File: src/hw/rtl/sat_pkg.sv
// ----------------------------------------------------------------------------
// Switch argument tokenizer package
// Character codes, role codes, the scanner state type and the result word
// shared by the tokenizer modules.
// ----------------------------------------------------------------------------
package sat_pkg;

  // Characters that steer the scanner.
  localparam logic [7:0] ChSlash = 8'h2F;
  localparam logic [7:0] ChDash  = 8'h2D;
  localparam logic [7:0] ChEqual = 8'h3D;
  localparam logic [7:0] ChQuote = 8'h22;
  localparam logic [7:0] ChSpace = 8'h20;

  // Role of one character in the result word.
  localparam logic [1:0] RoleNone  = 2'd0;
  localparam logic [1:0] RoleName  = 2'd1;
  localparam logic [1:0] RoleValue = 2'd2;

  // Scanner modes, one-hot.
  typedef enum logic [5:0] {
    ModeIdle   = 6'b000001,
    ModeSwitch = 6'b000010,
    ModeName   = 6'b000100,
    ModeEq     = 6'b001000,
    ModeQuoted = 6'b010000,
    ModeBare   = 6'b100000
  } mode_e;

  // One result word.
  typedef struct packed {
    logic [1:0] role;
    logic [5:0] arg_index;
    logic       name_start;
    logic       value_open;
    logic [6:0] arg_count;
    logic       overflow;
    logic       done_res;
  } res_t;

endpackage

File: src/hw/rtl/sat_in_stage.sv
// ----------------------------------------------------------------------------
// Input stage
// Registers one input word and releases it when the scanner advances.
// ----------------------------------------------------------------------------
module sat_in_stage (
  input  logic       clk_i,
  input  logic       rst_ni,
  input  logic       in_valid_i,
  output logic       in_ready_o,
  input  logic [7:0] ch_i,
  input  logic       last_i,
  input  logic       advance_i,
  output logic       valid_o,
  output logic [7:0] ch_o,
  output logic       last_o
);

  logic       valid_q, valid_d;
  logic [7:0] ch_q;
  logic       last_q;
  logic       take;

  // A new word may enter when the stage is empty or its word moves on now.
  assign in_ready_o = !valid_q || advance_i;
  assign take       = in_valid_i && in_ready_o;

  always_comb begin
    valid_d = valid_q;
    if (take) begin
      valid_d = 1'b1;
    end else if (advance_i) begin
      valid_d = 1'b0;
    end
  end

  always_ff @(posedge clk_i or negedge rst_ni) begin
    if (!rst_ni) begin
      valid_q <= 1'b0;
    end else begin
      valid_q <= valid_d;
    end
  end

  // Payload needs no reset.
  always_ff @(posedge clk_i) begin
    if (take) begin
      ch_q   <= ch_i;
      last_q <= last_i;
    end
  end

  assign valid_o = valid_q;
  assign ch_o    = ch_q;
  assign last_o  = last_q;

endmodule

File: src/hw/rtl/sat_scanner.sv
// ----------------------------------------------------------------------------
// Scanner
// Holds the scan mode, the argument count and the overflow flag, and forms
// the result word for the character in the input stage.
// ----------------------------------------------------------------------------
module sat_scanner #(
  parameter int unsigned MAX_ARGS = 64
) (
  input  logic          clk_i,
  input  logic          rst_ni,
  input  logic          step_i,
  input  logic [7:0]    ch_i,
  input  logic          last_i,
  output sat_pkg::res_t res_o
);
  import sat_pkg::*;

  localparam logic [6:0] CountCap = (MAX_ARGS < 127) ? 7'(MAX_ARGS) : 7'd127;

  mode_e      mode_q, mode_d, mode_nx;
  logic [6:0] count_q, count_d, count_nx;
  logic       ovf_q, ovf_d, ovf_nx;
  logic       is_sw, is_sp, is_eq, is_qt;
  logic [1:0] role;
  logic       name_start, value_open;

  assign is_sw = (ch_i == ChSlash) || (ch_i == ChDash);
  assign is_sp = (ch_i == ChSpace);
  assign is_eq = (ch_i == ChEqual);
  assign is_qt = (ch_i == ChQuote);

  // Mode transition and tagging of the current character.
  always_comb begin
    mode_nx    = mode_q;
    count_nx   = count_q;
    ovf_nx     = ovf_q;
    role       = RoleNone;
    name_start = 1'b0;
    value_open = 1'b0;
    unique case (mode_q)
      ModeSwitch: begin
        if (is_sp || is_sw) begin
          mode_nx = ModeSwitch;
        end else if (is_eq) begin
          mode_nx = ModeIdle;
        end else begin
          role       = RoleName;
          name_start = 1'b1;
          if (count_q < CountCap) begin
            count_nx = count_q + 7'd1;
          end else begin
            ovf_nx = 1'b1;
          end
          mode_nx = ModeName;
        end
      end
      ModeName: begin
        if (is_sw) begin
          mode_nx = ModeSwitch;
        end else if (is_eq) begin
          mode_nx = ModeEq;
        end else if (is_sp) begin
          mode_nx = ModeIdle;
        end else begin
          role = RoleName;
        end
      end
      ModeEq: begin
        if (is_sp) begin
          mode_nx = ModeEq;
        end else if (is_qt) begin
          value_open = 1'b1;
          mode_nx    = ModeQuoted;
        end else if (is_sw) begin
          value_open = 1'b1;
          mode_nx    = ModeSwitch;
        end else begin
          value_open = 1'b1;
          role       = RoleValue;
          mode_nx    = ModeBare;
        end
      end
      ModeQuoted: begin
        if (is_qt) begin
          mode_nx = ModeIdle;
        end else begin
          role = RoleValue;
        end
      end
      ModeBare: begin
        if (is_sw) begin
          mode_nx = ModeSwitch;
        end else if (is_sp) begin
          mode_nx = ModeIdle;
        end else begin
          role = RoleValue;
        end
      end
      default: begin
        mode_nx = is_sw ? ModeSwitch : ModeIdle;
      end
    endcase
  end

  // The result reflects the count and flag after this character.
  always_comb begin
    res_o.role       = role;
    res_o.arg_index  = (count_nx != 7'd0) ? 6'(count_nx - 7'd1) : 6'd0;
    res_o.name_start = name_start;
    res_o.value_open = value_open;
    res_o.arg_count  = count_nx;
    res_o.overflow   = ovf_nx;
    res_o.done_res   = last_i;
  end

  // The final character of a line returns the scanner to its reset state.
  always_comb begin
    mode_d  = mode_q;
    count_d = count_q;
    ovf_d   = ovf_q;
    if (step_i) begin
      if (last_i) begin
        mode_d  = ModeIdle;
        count_d = 7'd0;
        ovf_d   = 1'b0;
      end else begin
        mode_d  = mode_nx;
        count_d = count_nx;
        ovf_d   = ovf_nx;
      end
    end
  end

  always_ff @(posedge clk_i or negedge rst_ni) begin
    if (!rst_ni) begin
      mode_q  <= ModeIdle;
      count_q <= 7'd0;
      ovf_q   <= 1'b0;
    end else begin
      mode_q  <= mode_d;
      count_q <= count_d;
      ovf_q   <= ovf_d;
    end
  end

endmodule

File: src/hw/rtl/sat_out_stage.sv
// ----------------------------------------------------------------------------
// Output stage
// Result register that holds a word until the receiver takes it.
// ----------------------------------------------------------------------------
module sat_out_stage (
  input  logic          clk_i,
  input  logic          rst_ni,
  input  logic          load_i,
  input  sat_pkg::res_t res_i,
  output logic          free_o,
  output logic          out_valid_o,
  input  logic          out_ready_i,
  output sat_pkg::res_t res_o
);
  import sat_pkg::*;

  logic valid_q, valid_d;
  res_t res_q;

  // The register can take a word when empty or when its word leaves now.
  assign free_o = !valid_q || out_ready_i;

  always_comb begin
    valid_d = valid_q;
    if (load_i) begin
      valid_d = 1'b1;
    end else if (out_ready_i) begin
      valid_d = 1'b0;
    end
  end

  always_ff @(posedge clk_i or negedge rst_ni) begin
    if (!rst_ni) begin
      valid_q <= 1'b0;
    end else begin
      valid_q <= valid_d;
    end
  end

  always_ff @(posedge clk_i) begin
    if (load_i) begin
      res_q <= res_i;
    end
  end

  assign out_valid_o = valid_q;
  assign res_o       = res_q;

endmodule

File: src/hw/rtl/switch_argument_tokenizer_core.sv
// ----------------------------------------------------------------------------
// Switch argument tokenizer
// Tags each character of a command line as separator, name or value text.
// ----------------------------------------------------------------------------
// Usage:
// The input channel (in_valid_i / in_ready_o) carries one word per character:
// ch_i and last_i, where last_i marks the final character of a line. The
// output channel (out_valid_o / out_ready_i) returns one word per character
// with its role, the argument index and count, the name and value markers,
// the overflow flag and done_res_o, a copy of last_i.
// A word accepted at the input is registered in the input register, scanned by
// one level of mode logic and loaded into the result register once that
// register is free. One word per cycle is taken and delivered in steady state
// while the receiver does not stall.
// The input and output registers are separate, so a new word is taken while
// a result waits; a stalled receiver holds the output and, once the input
// register is also full, drops in_ready_o.
// Reset clears both registers, the scan mode, the count and the overflow
// flag. After a word with last_i set the mode, count and flag return to the same values.
// ----------------------------------------------------------------------------
module switch_argument_tokenizer_core #(
  parameter int unsigned MAX_ARGS = 64
) (
  input  logic       clk_i,
  input  logic       rst_ni,
  input  logic       in_valid_i,
  output logic       in_ready_o,
  input  logic [7:0] ch_i,
  input  logic       last_i,
  output logic       out_valid_o,
  input  logic       out_ready_i,
  output logic [1:0] role_o,
  output logic [5:0] arg_index_o,
  output logic       name_start_o,
  output logic       value_open_o,
  output logic [6:0] arg_count_o,
  output logic       overflow_o,
  output logic       done_res_o
);
  import sat_pkg::*;

  logic       s1_valid;
  logic [7:0] s1_ch;
  logic       s1_last;
  logic       out_free;
  logic       advance;
  res_t       scan_res;
  res_t       out_res;

  // A word moves on when it is present and the result register can take it.
  assign advance = s1_valid && out_free;

  sat_in_stage u_in (
    .clk_i      (clk_i),
    .rst_ni     (rst_ni),
    .in_valid_i (in_valid_i),
    .in_ready_o (in_ready_o),
    .ch_i       (ch_i),
    .last_i     (last_i),
    .advance_i  (advance),
    .valid_o    (s1_valid),
    .ch_o       (s1_ch),
    .last_o     (s1_last)
  );

  sat_scanner #(
    .MAX_ARGS (MAX_ARGS)
  ) u_scan (
    .clk_i  (clk_i),
    .rst_ni (rst_ni),
    .step_i (advance),
    .ch_i   (s1_ch),
    .last_i (s1_last),
    .res_o  (scan_res)
  );

  sat_out_stage u_out (
    .clk_i       (clk_i),
    .rst_ni      (rst_ni),
    .load_i      (advance),
    .res_i       (scan_res),
    .free_o      (out_free),
    .out_valid_o (out_valid_o),
    .out_ready_i (out_ready_i),
    .res_o       (out_res)
  );

  assign role_o       = out_res.role;
  assign arg_index_o  = out_res.arg_index;
  assign name_start_o = out_res.name_start;
  assign value_open_o = out_res.value_open;
  assign arg_count_o  = out_res.arg_count;
  assign overflow_o   = out_res.overflow;
  assign done_res_o   = out_res.done_res;

endmodule

File: config.mk
export PLATFORM = sky130hd
export DESIGN_NAME = switch_argument_tokenizer_core
export DESIGN_NICKNAME = d
export VERILOG_FILES = /design/src/hw/rtl/sat_pkg.sv /design/src/hw/rtl/sat_in_stage.sv /design/src/hw/rtl/sat_scanner.sv /design/src/hw/rtl/sat_out_stage.sv /design/src/hw/rtl/switch_argument_tokenizer_core.sv
export SDC_FILE = /design/constraint.sdc
export NUM_CORES = 1
export LEC_CHECK = 0
export ABC_AREA = 0
export BUFFER_PORTS_ARGS = -buffer_cell sky130_fd_sc_hd__buf_2
export CELL_PAD_IN_SITES_DETAIL_PLACEMENT = 1
export CELL_PAD_IN_SITES_GLOBAL_PLACEMENT = 2
export CORE_ASPECT_RATIO = 1.5
export CORE_MARGIN = 1
export CORE_UTILIZATION = 37
export CTS_BUF_LIST = sky130_fd_sc_hd__clkbuf_4 sky130_fd_sc_hd__clkbuf_8 sky130_fd_sc_hd__clkbuf_16
export DETAILED_ROUTE_END_ITERATION = 10
export PLACE_DENSITY = 0.79
export SLEW_MARGIN = 25
export SYNTH_ARGS = -nofsm -noshare
export SYNTH_HDL_FRONTEND = slang
export SYNTH_SLANG_ARGS = --single-unit
File: constraint.sdc
create_clock -name clk_i -period 3.5 [get_ports clk_i]
set_input_delay 0.35 -clock clk_i [delete_from_list [all_inputs] [get_ports clk_i]]
set_output_delay 0.35 -clock clk_i [all_outputs]
set_load 0.03 [all_outputs]
==> qor.log, run 1 <==
INFO  finish         fin_nets=269
INFO  synthesis      total_nets_after_synthesis=231
INFO  detailed_routing drc=0
INFO  timing         final_critical_path_setup_slack=0.272ns
INFO  finish         areaGrowthSynthToFinish=13.9%
INFO  clocking       cts.htree.levels=2
INFO  synthesis      synth_cell_types=59
INFO  synthesis      synthArstFlopShare=36.4%
INFO  detailed_routing viasPerCell=5.48
INFO  worst_hold_path kind_of_path_behind_the_tightest_hold_check=input port to flop
INFO  synthesis      synth-seq-area-share=51.3%
INFO  placement      port_buffers=33
INFO  power          internal_power=0.752mW
INFO  global_route   grt_pass1_wl=9180µm
INFO  synthesis      top_cells_by_area_in_the_synthesized_netlist=sky130_fd_sc_hd__edfxtp_1 (35%), sky130_fd_sc_hd__dfrtp_1 (15%), sky130_fd_sc_hd__nand2_1 (4.3%)
INFO  placement      dp_worst_setup_slack=0.220ns
INFO  floorplan      initial_core_util=39.0%
INFO  synthesis      synth_warnings=0
INFO  timing         finClkSkew=0.00671ns
INFO  global_route   initial_antenna_violation_count=0
INFO  power          seqPwrFrac=58.6%
INFO  power          clockPowerShare=31.3%
INFO  synthesis      synth_seq_cells=44
INFO  placement      place.gp.congestion=0.768
INFO  synthesis      count_of_mapped_cells_out_of_synthesis=216
INFO  timing         timing.final.max_slew_violations=0
INFO  timing         setup_viol=0
INFO  power          netSwitchingFraction=25.9%
INFO  timing         maximum_clock_frequency=310MHz
INFO  power          cellLeakagePower=1.13nW
INFO  timing         final_hold_slack=0.222ns
INFO  finish         final_cell_area_excluding_filler_cells=2760µm²
INFO  power          comb_power_share=10.1%
INFO  timing         timing.setup.tns=0ns
INFO  timing         finalCritPeriodShare=92.2%
INFO  detailed_routing wl_per_cell=16.8µm
INFO  synthesis      synth_top_area_cell=sky130_fd_sc_hd__edfxtp_1
INFO  setup_path     path_class=flop to flop
INFO  detailed_routing routed-via-count=1799
INFO  setup_path     timing.critical_path.slowest_cell_delay=0.59ns
INFO  detailed_routing dr.pass1.iters=4
INFO  setup_path     critPathMaxFanout=7
INFO  floorplan      die_x=68.1µm
INFO  setup_path     cell_by_cell_trace_of_the_critical_path=or4_4 > a2bb2oi_2 > o21ai_4 > mux2i_2 > ha_1 > nand2b_1 > a2111oi_0 > a31oi_1 > o21ba_1 > nor2_1
INFO  clocking       clock_insertion_delay_worst_skew=0.30ns
INFO  setup_path     path_buf_inv=0
INFO  floorplan      floorplan_die_height=101µm
INFO  power          netSwitchingPower=0.262mW
INFO  timing         finalCriticalPeriod=3.23ns
INFO  synthesis      mean_instance_size_in_the_synthesized_netlist=11.2µm²
INFO  floorplan      core_region_area=6220µm²
INFO  floorplan      die_area=6880µm²
INFO  global_route   grt_pass1_vias=1851
INFO  clocking       cts.path.max_buffers=2
INFO  status         status=finished clean
INFO  clocking       cts.sinks=44
INFO  global_route   globalRouteTotalUtil=18.3%
INFO  power          max-vdd-ir-drop=0.000239V
INFO  detailed_routing total_wirelength_of_the_detailed_routed_design=5520µm
INFO  floorplan      ios=34
INFO  setup_path     worstSetupStartpointType=flop
INFO  clocking       cell_chosen_for_the_clock_root=sky130_fd_sc_hd__clkbuf_8
INFO  setup_path     slowest_cp_cell=sky130_fd_sc_hd__or4_4
INFO  setup_path     critPathTopFamily=compound AO/OA/AOI/OAI gates
INFO  detailed_routing met1_length=2240µm
INFO  finish         layout-drive-gt1-share=25.2%
INFO  placement      post_dp_cell_area=2660µm²
INFO  synthesis      dominantRegCellSynth=sky130_fd_sc_hd__edfxtp_1
INFO  timing         report.final.hold_viol_count=0
INFO  timing         slew_headroom=51.9%
INFO  detailed_routing dr_wl_met2=3070µm
INFO  detailed_routing drt_iter0_drc=36
INFO  clocking       clock_transition_at_the_register_clock_pins_on_the_worst_setup_and_hold_paths_after_cts=0.08ns
INFO  timing         tightest_slew=0.718ns
INFO  clocking       cts_made_buffers=5
INFO  synthesis      synthDominantCellAreaShare=34.7%
INFO  job            timing.max_cap.violations=0
INFO  floorplan      fp-row-count=35
INFO  detailed_routing dr_wl_met3=115µm
INFO  synthesis      post_synth_edffs=28
INFO  synthesis      synth_area=2420µm²
INFO  setup_path     critPathCaptureType=flop
INFO  timing         rsz0062_at_grt=no
INFO  setup_path     arrival=3.29ns
INFO  global_route   grt_start_max_net_pins=18
INFO  detailed_routing postRouteAntennaNets=0
INFO  detailed_routing maxUsedRoutingLayer=met4
INFO  global_route   overflow=0
INFO  finish         antenna_cells_inserted=0
INFO  power          p_per_area=367nW/µm²
INFO  clocking       cts_tree=yes
INFO  placement      total_half_perimeter_wirelength_after_legalization_and_detailed_placement=4150µm
INFO  setup_path     timing.critical_path.required=3.56ns
-- logic make-up after synthesis --
kind of cell	count (synthesis)	share of synthesized area, %
fa+ha+maj	2	1.03
compound gates	56	17.6
buf+inv	14	2.79
flops	44	51.3
xor+xnor	5	2.89
simple gates	90	22.3
mux	5	2.07
-- worst paths after layout --
kind	startpoint	to	slack, ns	cells after the start
worst min-delay path	ch_i[2]	u_in.ch_o[2]$_DFFE_PP_	0.22	1
worst max register to register	u_in.ch_o[1]$_DFFE_PP_	u_out.res_o[11]$_SDFFCE_PN0P_	0.27	10
min in group asynchronous	rst_ni	u_scan.mode_q[5]$_DFFE_PN0P_	0.51	2
worst min register to register	u_in.valid_o$_DFFE_PN0P_	u_out.out_valid_o$_DFFE_PN0P_	0.50	1
max in group asynchronous	rst_ni	u_scan.mode_q[0]$_DFFE_PN1P_	2.66	2
worst max-delay path	u_in.ch_o[1]$_DFFE_PP_	u_out.res_o[11]$_SDFFCE_PN0P_	0.27	10
-- state kept, by name, summed over array words and instances, names as in the netlist --
name / count
u_in.ch_o: 8
u_in.last_o: 1
u_in.valid_o: 1
u_out.out_valid_o: 1
u_out.res_o: 19
u_scan.count_q: 7
u_scan.mode_q: 6
u_scan.ovf_q: 1
-- cells in the final DEF, fill, tap and decap left out, types with 4 or more instances in the layout --
master and n:
sky130_fd_sc_hd__a21oi_1 10, sky130_fd_sc_hd__a31oi_1 4, sky130_fd_sc_hd__buf_2 33, sky130_fd_sc_hd__clkbuf_8 5
sky130_fd_sc_hd__dfrtp_1 15, sky130_fd_sc_hd__edfxtp_1 28, sky130_fd_sc_hd__inv_1 8, sky130_fd_sc_hd__mux2i_1 4
sky130_fd_sc_hd__nand2_1 28, sky130_fd_sc_hd__nand2b_1 8, sky130_fd_sc_hd__nand3_1 6, sky130_fd_sc_hd__nand4_1 4
sky130_fd_sc_hd__nor2_1 13, sky130_fd_sc_hd__nor2b_1 4, sky130_fd_sc_hd__nor3_1 4, sky130_fd_sc_hd__o21ai_0 14
-- synth_stat cells, types with 3 or more instances --
cell type and instances:
sky130_fd_sc_hd__edfxtp_1 28, sky130_fd_sc_hd__nand2_1 28, sky130_fd_sc_hd__dfrtp_1 15, sky130_fd_sc_hd__o21ai_0 14, sky130_fd_sc_hd__nor2_1 13, sky130_fd_sc_hd__a21oi_1 10, sky130_fd_sc_hd__inv_1 8, sky130_fd_sc_hd__nand2b_1 8
sky130_fd_sc_hd__nand3_1 6, sky130_fd_sc_hd__mux2i_1 5, sky130_fd_sc_hd__a31oi_1 4, sky130_fd_sc_hd__nand4_1 4, sky130_fd_sc_hd__nor2b_1 4, sky130_fd_sc_hd__nor3_1 4, sky130_fd_sc_hd__a21o_1 3, sky130_fd_sc_hd__and2_1 3
sky130_fd_sc_hd__and3_1 3, sky130_fd_sc_hd__clkbuf_1 3, sky130_fd_sc_hd__xnor2_1 3
-- per-layer routing --
layer	vias up	global-route usage (%)
li1	882	-
met2	30	33.3
met4	0	7.05
met1	880	20.6
met5	-	0
met3	7	2.71
-- metrics by stage --
stage	instances	power, mW	util (%)
floorplan	216	0.670	-
global placement	319	0.707	42.7
detailed placement	319	0.709	42.7
CTS	327	1.03	44.2
global route	328	1.06	44.4
finish	328	1.01	44.4
-- power by group through the flow --
stage,Clock [mW],Combinational (mW),Sequential [mW]
after floorplan,0,0.0363,0.633
after global placement,0,0.102,0.604
after detailed placement,0,0.104,0.606
after CTS,0.327,0.105,0.595
after global routing,0.346,0.113,0.598
final,0.317,0.103,0.594
-- area by class of cell --
type | count | area, µm²
repair buffers | 37 | 198
multi-input cells | 158 | 1120
fillers | 712 | 3460
inverters | 8 | 30.0
clock buffers | 6 | 76.3
clock inverters | 1 | 5.00
well taps | 74 | 92.6
flip-flops and latches | 44 | 1240
-- repair_timing --
action / in CTS / in global routing
resized for setup: 0 / 1
endpoints found under the setup margin: 0 / 2
hold endpoints to repair: 15 / 0
setup buffers: 0 / 1
hold buffers: 1 / 0
Note: power is estimated with default switching activity, not from simulation.
==> inputs of run 2 (changes only) <==
--- a/config.mk
+++ b/config.mk
@@ -14,6 +14,7 @@
 export CORE_UTILIZATION = 37
 export CTS_BUF_LIST = sky130_fd_sc_hd__clkbuf_4 sky130_fd_sc_hd__clkbuf_8 sky130_fd_sc_hd__clkbuf_16
 export DETAILED_ROUTE_END_ITERATION = 10
+export GPL_TIMING_DRIVEN = 0
 export PLACE_DENSITY = 0.79
 export SLEW_MARGIN = 25
 export SYNTH_ARGS = -nofsm -noshare
==> run 2 against run 1 <==
Combinational power hardly changed. Clock skew rose by 0.0041 ns. First-iteration DRC count grew 72%. Flip-flop and latch count stayed put. Total power rose by 2.8%. Final cell count is 2.1% higher. Worst hold slack better by 0.0099 ns. Sequential share of layout area decreased by 0.90 points. Clock power increased by 9.1%.
==> qor.log, run 2 (same netlist as run 1, synthesis figures left out) <==
INFO  status         status=finished clean
INFO  floorplan      fp-row-count=35 [unchanged]
INFO  detailed_routing wl_per_cell=16.6µm [-1.1%]
INFO  setup_path     r2r_start=u_in.ch_o[1]$_DFFE_PP_
INFO  setup_path     crit_start=u_in.ch_o[1]$_DFFE_PP_
INFO  finish         largest_reg_flops=19 [unchanged]
INFO  floorplan      die_area=6880µm² [unchanged]
INFO  global_route   overflow=0 [unchanged]
INFO  detailed_routing drt_iter0_drc=62 [+72%]
INFO  finish         area_occupied_by_multi_input_gates=1120µm² [+0.22%]
INFO  detailed_routing postRouteAntennaNets=0 [unchanged]
INFO  detailed_routing viasPerCell=5.43 [-1.0%]
INFO  finish         n_fill_cell=709 [-0.42%]
INFO  floorplan      floorplan_die_height=101µm [unchanged]
INFO  setup_path     worstSetupEndpoint=u_out.res_o[11]$_SDFFCE_PN0P_
INFO  finish         finalNonFillerCells=335 [+2.1%]
INFO  timing         setup_viol=0 [unchanged]
INFO  finish         layout-drive-gt1-share=26.4% [+1.2 points]
INFO  floorplan      ios=34 [unchanged]
INFO  timing         report.final.hold_viol_count=0 [unchanged]
INFO  detailed_routing drc=0 [unchanged]
INFO  timing         slew_headroom=38.3% [-14 points]
INFO  clocking       clock_transition_at_the_register_clock_pins_on_the_worst_setup_and_hold_paths_after_cts=0.09ns [about the same]
INFO  power          p_per_area=370nW/µm² [+0.77%]
INFO  timing         timing.final.max_slew_violations=0 [unchanged]
INFO  clocking       cts_made_buffers=5 [unchanged]
INFO  setup_path     crit-reg2reg-capture=u_out.res_o[11]$_SDFFCE_PN0P_
INFO  timing         finalCritPeriodShare=94.5% [+2.3 points]
INFO  timing         tightest_slew=0.920ns [+0.202 ns]
INFO  timing         rsz0062_at_grt=no
INFO  finish         antenna_cells_inserted=0 [unchanged]
INFO  setup_path     critPathCaptureType=flop
INFO  setup_path     path_class=flop to flop
INFO  power          max-vdd-ir-drop=0.000203V [-15%]
INFO  finish         final_common_cell=sky130_fd_sc_hd__buf_2
INFO  setup_path     worstSetupStartpointType=flop
INFO  job            timing.max_cap.violations=0 [unchanged]
INFO  setup_path     worstRegToRegCells=10 [unchanged]
INFO  timing         timing.setup.tns=0ns [unchanged]
INFO  placement      place.gp.congestion=0.875 [+14%]
INFO  finish         final_cell_mix=sky130_fd_sc_hd__buf_2 (33), sky130_fd_sc_hd__nand2_1 (28), sky130_fd_sc_hd__edfxtp_1 (28), sky130_fd_sc_hd__dfrtp_1 (15), sky130_fd_sc_hd__o21ai_0 (14)
INFO  global_route   grt_pass1_wl=9180µm [unchanged]
INFO  clocking       cts_tree=yes
INFO  clocking       clock_insertion_delay_worst_skew=0.30ns [about the same]
INFO  finish         areaGrowthSynthToFinish=16.3%
INFO  worst_hold_path kind_of_path_behind_the_tightest_hold_check=input port to flop
INFO  finish         regArea=1240µm² [unchanged]
INFO  global_route   globalRouteTotalUtil=18.1% [-0.18 points]
INFO  floorplan      initial_core_util=39.0% [unchanged]
INFO  timing         maximum_clock_frequency=302MHz [-2.4%]
INFO  timing         finalCriticalPeriod=3.31ns [+0.0809 ns]
INFO  floorplan      die_x=68.1µm [unchanged]
INFO  global_route   grt_start_max_net_pins=27 [+9]
INFO  setup_path     timing.critical_path.required=3.55ns [about the same]
INFO  clocking       cell_chosen_for_the_clock_root=sky130_fd_sc_hd__clkbuf_8
INFO  clocking       cts.htree.levels=2 [unchanged]
INFO  placement      total_half_perimeter_wirelength_after_legalization_and_detailed_placement=4160µm [+0.40%]
INFO  clocking       cts.path.max_buffers=2 [unchanged]
INFO  placement      port_buffers=33 [unchanged]
INFO  setup_path     r2r_slack=0.19ns [-0.08 ns]
INFO  detailed_routing routed-via-count=1819 [+1.1%]
INFO  timing         finClkSkew=0.0108ns [+0.00411 ns]
INFO  placement      numPlacedInstances=323 [+1.3%]
INFO  floorplan      core_region_area=6220µm² [unchanged]
INFO  finish         fin_nets=275 [+2.2%]
INFO  setup_path     critPathMaxFanout=7 [unchanged]
INFO  clocking       cts.sinks=44 [unchanged]
INFO  power          cellLeakagePower=1.15nW [+1.4%]
INFO  global_route   initial_antenna_violation_count=0 [unchanged]
INFO  global_route   grt_pass1_vias=1882 [+1.7%]
INFO  detailed_routing dr.pass1.iters=4 [unchanged]
INFO  detailed_routing total_wirelength_of_the_detailed_routed_design=5580µm [+0.98%]
INFO  setup_path     arrival=3.36ns [+0.07 ns]
==> run 2: cell types whose count changed in the layout (fill, tap and decap cells not counted), sizes merged <==
cell / change
buf: +3
inv: -1
clkbuf: +4
clkinvlp: +1
==> run 2: layer usage <==
metal	wire length (µm)	up-vias	track usage (%)
li1	-	902	-
met2	3170	34	33.6
met1	2160	875	20.2
met5	0	-	0
met4	104	0	6.09
met3	147	8	2.71
==> run 2: report_power, final <==
part | internal, mW | total, mW | switching (mW)
clock | 0.168 | 0.346 | 0.177
combinational | 0.0277 | 0.102 | 0.0746
sequential | 0.579 | 0.595 | 0.0154
total | 0.775 | 1.04 | 0.267
==> run 2: final cells by class <==
cell class	instances	share of cell area (%)
multi-input combinational	158	39.7
tap	74	3.29
clock inverter	1	0.267
clock buffer	7	3.20
inverter	8	1.07
timing repair buffer	37	7.02
buffer	6	1.33
sequential	44	44.1
==> run 2: worst min-delay path by stage <==
stage / startpoint / to / slack (ns) / cells past startpoint
floorplan: rst_ni / u_in.valid_o$_DFFE_PN0P_ / 0.05 / 0
global placement: rst_ni / u_scan.mode_q[4]$_DFFE_PN0P_ / 0.31 / 1
detailed placement: rst_ni / u_scan.mode_q[4]$_DFFE_PN0P_ / 0.31 / 1
CTS: ch_i[0] / u_in.ch_o[0]$_DFFE_PP_ / 0.22 / 1
global route: ch_i[4] / u_in.ch_o[4]$_DFFE_PP_ / 0.22 / 1
finish: ch_i[0] / u_in.ch_o[0]$_DFFE_PP_ / 0.23 / 1
==> run 2: per-stage QoR <==
step	utilization (%)	hold WS, ns	setup slack [ns]	cell area, µm²	power, mW
after floorplan	-	0.0544	0.557	2420	0.670
after global placement	43.1	0.308	0.0967	2680	0.706
after detailed placement	43.1	0.308	0.0874	2680	0.709
after CTS	44.8	0.221	0.0464	2790	1.06
after global routing	45.3	0.218	0.0510	2820	1.09
final	45.3	0.232	0.192	2820	1.04
==> run 2: worst max-delay path, cell delays in order, from the launching register on <==
cell and delay [ns]:
sky130_fd_sc_hd__edfxtp_1 0.52, sky130_fd_sc_hd__or4_4 0.59, sky130_fd_sc_hd__a2bb2oi_2 0.19, sky130_fd_sc_hd__o21ai_4 0.29, sky130_fd_sc_hd__mux2i_2 0.31, sky130_fd_sc_hd__ha_2 0.29
sky130_fd_sc_hd__nand2b_1 0.07, sky130_fd_sc_hd__a2111oi_0 0.36, sky130_fd_sc_hd__a31oi_1 0.14, sky130_fd_sc_hd__o21ba_1 0.27, sky130_fd_sc_hd__nor2_1 0.04
==> run 2: repair_timing <==
action                     CTS  global route
setup endpoints to repair    0             3
setup buffers                0             3
hold buffers                 1             0
gates resized for setup      0             2
hold endpoints to repair    15             0
==> inputs of run 3 (changes only) <==
--- a/config.mk
+++ b/config.mk
@@ -8,14 +8,14 @@
 export ABC_AREA = 0
 export BUFFER_PORTS_ARGS = -buffer_cell sky130_fd_sc_hd__buf_2
 export CELL_PAD_IN_SITES_DETAIL_PLACEMENT = 1
-export CELL_PAD_IN_SITES_GLOBAL_PLACEMENT = 2
+export CELL_PAD_IN_SITES_GLOBAL_PLACEMENT = 1
 export CORE_ASPECT_RATIO = 1.5
 export CORE_MARGIN = 1
-export CORE_UTILIZATION = 37
+export CORE_UTILIZATION = 45
 export CTS_BUF_LIST = sky130_fd_sc_hd__clkbuf_4 sky130_fd_sc_hd__clkbuf_8 sky130_fd_sc_hd__clkbuf_16
 export DETAILED_ROUTE_END_ITERATION = 10
 export GPL_TIMING_DRIVEN = 0
-export PLACE_DENSITY = 0.79
+export PLACE_DENSITY = 0.8
 export SLEW_MARGIN = 25
 export SYNTH_ARGS = -nofsm -noshare
 export SYNTH_HDL_FRONTEND = slang
==> run 3 against run 2 <==
Setup slack lost 0.069 ns. Via count is 3.8% higher. Sequential share of layout area decreased by 0.37 points. Worst hold slack got worse by 0.012 ns. Die area decreased by 17%. Clock power decreased by 9.2%. Flip-flop and latch count stayed put. First-iteration DRC count up 19%. Total power is 3.0% lower. Combinational power hardly changed. Critical path depth is 2 higher. Count of clock-buffer cells in the layout shrank 2.
==> qor.log, run 3 (same netlist as run 1, synthesis figures left out) <==
INFO  status         status=finished clean
INFO  finish         regArea=1240µm² [unchanged]
INFO  floorplan      die_area=5690µm² [-17%]
INFO  timing         maximum_clock_frequency=296MHz [-2.0%]
INFO  detailed_routing total_wirelength_of_the_detailed_routed_design=5690µm [+2.1%]
INFO  placement      port_buffers=33 [unchanged]
INFO  setup_path     critPathCaptureType=flop
INFO  job            timing.max_cap.violations=0 [unchanged]
INFO  clocking       cts.path.max_buffers=2 [unchanged]
INFO  setup_path     timing.critical_path.required=3.55ns [about the same]
INFO  global_route   grt_util_met1=25.2% [+5.0 points]
INFO  power          comb_power_share=10.3% [+0.5 points]
INFO  timing         finClkSkew=0.00897ns [-0.00185 ns]
INFO  detailed_routing viasPerCell=5.65 [+4.1%]
INFO  floorplan      fp-row-count=32 [-8.6%]
INFO  clocking       cts_tree=yes
INFO  timing         finalCritPeriodShare=96.5% [+2.0 points]
INFO  global_route   global_route.usage.met3=3.95% [+1.2 points]
INFO  clocking       clock_insertion_delay_worst_skew=0.31ns [about the same]
INFO  setup_path     critPathMaxFanout=5 [-2]
INFO  placement      dp_worst_setup_slack=-0.00254ns [-0.0899 ns]
INFO  finish         antenna_cells_inserted=0 [unchanged]
INFO  timing         finalCriticalPeriod=3.38ns [+0.0686 ns]
INFO  finish         area_occupied_by_multi_input_gates=1130µm² [+0.78%]
INFO  finish         final_common_cell=sky130_fd_sc_hd__buf_2
INFO  global_route   globalRouteMet2Util=37.9% [+4.3 points]
INFO  floorplan      die_x=61.9µm [-9.1%]
INFO  clocking       cts.htree.levels=2 [unchanged]
INFO  timing         setup_viol=0 [unchanged]
INFO  detailed_routing wl_per_cell=17.0µm [+2.4%]
INFO  power          internal_power=0.744mW [-4.0%]
INFO  clocking       cts.sinks=44 [unchanged]
INFO  placement      place.gp.congestion=0.848 [-3.0%]
INFO  detailed_routing routed-via-count=1888 [+3.8%]
INFO  global_route   globalRouteTotalUtil=22.1% [+4.0 points]
INFO  power          cellLeakagePower=1.17nW [+2.2%]
INFO  finish         final_cell_mix=sky130_fd_sc_hd__buf_2 (33), sky130_fd_sc_hd__nand2_1 (28), sky130_fd_sc_hd__edfxtp_1 (28), sky130_fd_sc_hd__dfrtp_1 (15), sky130_fd_sc_hd__o21ai_0 (14)
INFO  detailed_routing postRouteAntennaNets=0 [unchanged]
INFO  clocking       clock_transition_at_the_register_clock_pins_on_the_worst_setup_and_hold_paths_after_cts=0.09ns [about the same]
INFO  timing         slew_headroom=35.9% [-2.4 points]
INFO  timing         tightest_slew=0.961ns [+0.0405 ns]
INFO  worst_hold_path kind_of_path_behind_the_tightest_hold_check=input port to flop
INFO  finish         areaGrowthSynthToFinish=17.3%
INFO  finish         fin_nets=280 [+1.8%]
INFO  global_route   initial_antenna_violation_count=0 [unchanged]
INFO  global_route   gr-max-usage-layer=met2
INFO  detailed_routing dr.pass1.iters=6 [+2]
INFO  floorplan      ios=34 [unchanged]
INFO  detailed_routing drc=0 [unchanged]
INFO  power          max-vdd-ir-drop=0.000259V [+28%]
INFO  power          seqPwrFrac=58.7% [+1.7 points]
INFO  clocking       cell_chosen_for_the_clock_root=sky130_fd_sc_hd__clkbuf_8
INFO  setup_path     path_class=flop to flop
INFO  global_route   overflow=0 [unchanged]
INFO  clocking       cts_made_buffers=5 [unchanged]
INFO  global_route   grt_pass1_vias=1881 [-0.053%]
INFO  placement      numPlacedInstances=317 [-1.9%]
INFO  timing         report.final.hold_viol_count=0 [unchanged]
INFO  power          clockPowerShare=31.0% [-2.1 points]
INFO  setup_path     worstRegToRegCells=12 [+2]
INFO  placement      total_half_perimeter_wirelength_after_legalization_and_detailed_placement=4090µm [-1.7%]
INFO  detailed_routing drt_iter0_drc=74 [+19%]
INFO  setup_path     arrival=3.43ns [+0.07 ns]
INFO  finish         layout-drive-gt1-share=27.4% [+1.0 points]
INFO  power          netSwitchingPower=0.267mW [about the same]
INFO  global_route   grt_start_max_net_pins=27 [unchanged]
INFO  power          netSwitchingFraction=26.4% [+0.80 points]
INFO  worst_hold_path instance_count_along_the_most_critical_hold_path=1 [unchanged]
INFO  global_route   grt_pass1_wl=9220µm [+0.45%]
INFO  setup_path     worstSetupStartpointType=flop
INFO  floorplan      core_region_area=5160µm² [-17%]
INFO  finish         finalNonFillerCells=334 [-0.30%]
INFO  floorplan      floorplan_die_height=91.9µm [-9.1%]
INFO  power          power.total=1.01mW [-3.0%]
INFO  finish         largest_reg_flops=19 [unchanged]
INFO  timing         timing.final.max_slew_violations=0 [unchanged]
INFO  power          p_per_area=356nW/µm² [-3.8%]
INFO  finish         n_fill_cell=575 [-19%]
INFO  timing         final_critical_path_setup_slack=0.123ns [-0.0686 ns]
INFO  floorplan      initial_core_util=46.9% [+7.9 points]
## run 3: cell types whose count changed in the layout (fill, tap and decap cells not counted), sizes merged
cell,before,now
inv,7,8
buf,39,44
clkinv,1,3
clkinvlp,1,0
clkbuf,10,8
## run 3: path summary, 6_finish.rpt
path | startpoint | end | slack [ns]
worst max-delay path | u_in.ch_o[0]$_DFFE_PP_ | u_out.res_o[11]$_SDFFCE_PN0P_ | 0.12
worst min-delay path | ch_i[1] | u_in.ch_o[1]$_DFFE_PP_ | 0.22
worst max register to register | u_in.ch_o[0]$_DFFE_PP_ | u_out.res_o[11]$_SDFFCE_PN0P_ | 0.12
worst min register to register | u_in.valid_o$_DFFE_PN0P_ | u_out.out_valid_o$_DFFE_PN0P_ | 0.50
max in group asynchronous | rst_ni | u_scan.mode_q[0]$_DFFE_PN1P_ | 2.69
min in group asynchronous | rst_ni | u_scan.count_q[0]$_DFFE_PN0P_ | 0.48
## run 3: routing by layer
layer	vias up	share of wire, %
met5	-	0
met4	0	2.5
met3	12	3.2
met2	46	57
met1	929	38
li1	901	-
## run 3: what timing repair did
action,CTS,global route
hold endpoints to repair,15,0
setup endpoints to repair,2,3
setup buffers,0,8
hold buffers,1,0
gates resized for setup,1,2
pin swaps,0,1
## run 3: power by group through the flow
stage / Combinational (mW) / Clock [mW] / Sequential, mW
finish: 0.104 / 0.314 / 0.593
global route: 0.113 / 0.340 / 0.597
detailed placement: 0.102 / 0 / 0.606
CTS: 0.103 / 0.323 / 0.595
global placement: 0.0989 / 0 / 0.605
floorplan: 0.0363 / 0 / 0.633
## run 3: stage by stage
step	instance area (µm²)	setup TNS, ns	hold slack, ns	utilization (%)
finish	2840	0	0.220	55.0
global route	2840	-0.0202	0.213	55.0
CTS	2770	0	0.213	53.6
detailed placement	2670	-0.00254	0.299	51.7
global placement	2670	0	0.294	51.7
floorplan	2420	0	0.0544	-
## run 3: final cells by class
cell class,count,share of cell area [%]
buffer,6,1.32
clock buffer,5,2.42
clock inverter,3,0.485
inverter,8,1.06
multi-input combinational,158,39.7
sequential,44,43.7
tap,68,3.00
timing repair buffer,42,8.28
## run 3: critical path, cell delays in order (launching register included)
cell and delay, ns:
sky130_fd_sc_hd__edfxtp_1 0.47, sky130_fd_sc_hd__or4_4 0.60, sky130_fd_sc_hd__a2bb2oi_2 0.19, sky130_fd_sc_hd__o21ai_4 0.28, sky130_fd_sc_hd__buf_4 0.16, sky130_fd_sc_hd__xnor2_1 0.10
sky130_fd_sc_hd__inv_1 0.10, sky130_fd_sc_hd__ha_2 0.23, sky130_fd_sc_hd__nand2b_1 0.08, sky130_fd_sc_hd__a2111oi_0 0.42, sky130_fd_sc_hd__a31oi_1 0.16, sky130_fd_sc_hd__o21ba_1 0.28
sky130_fd_sc_hd__nor2_1 0.06
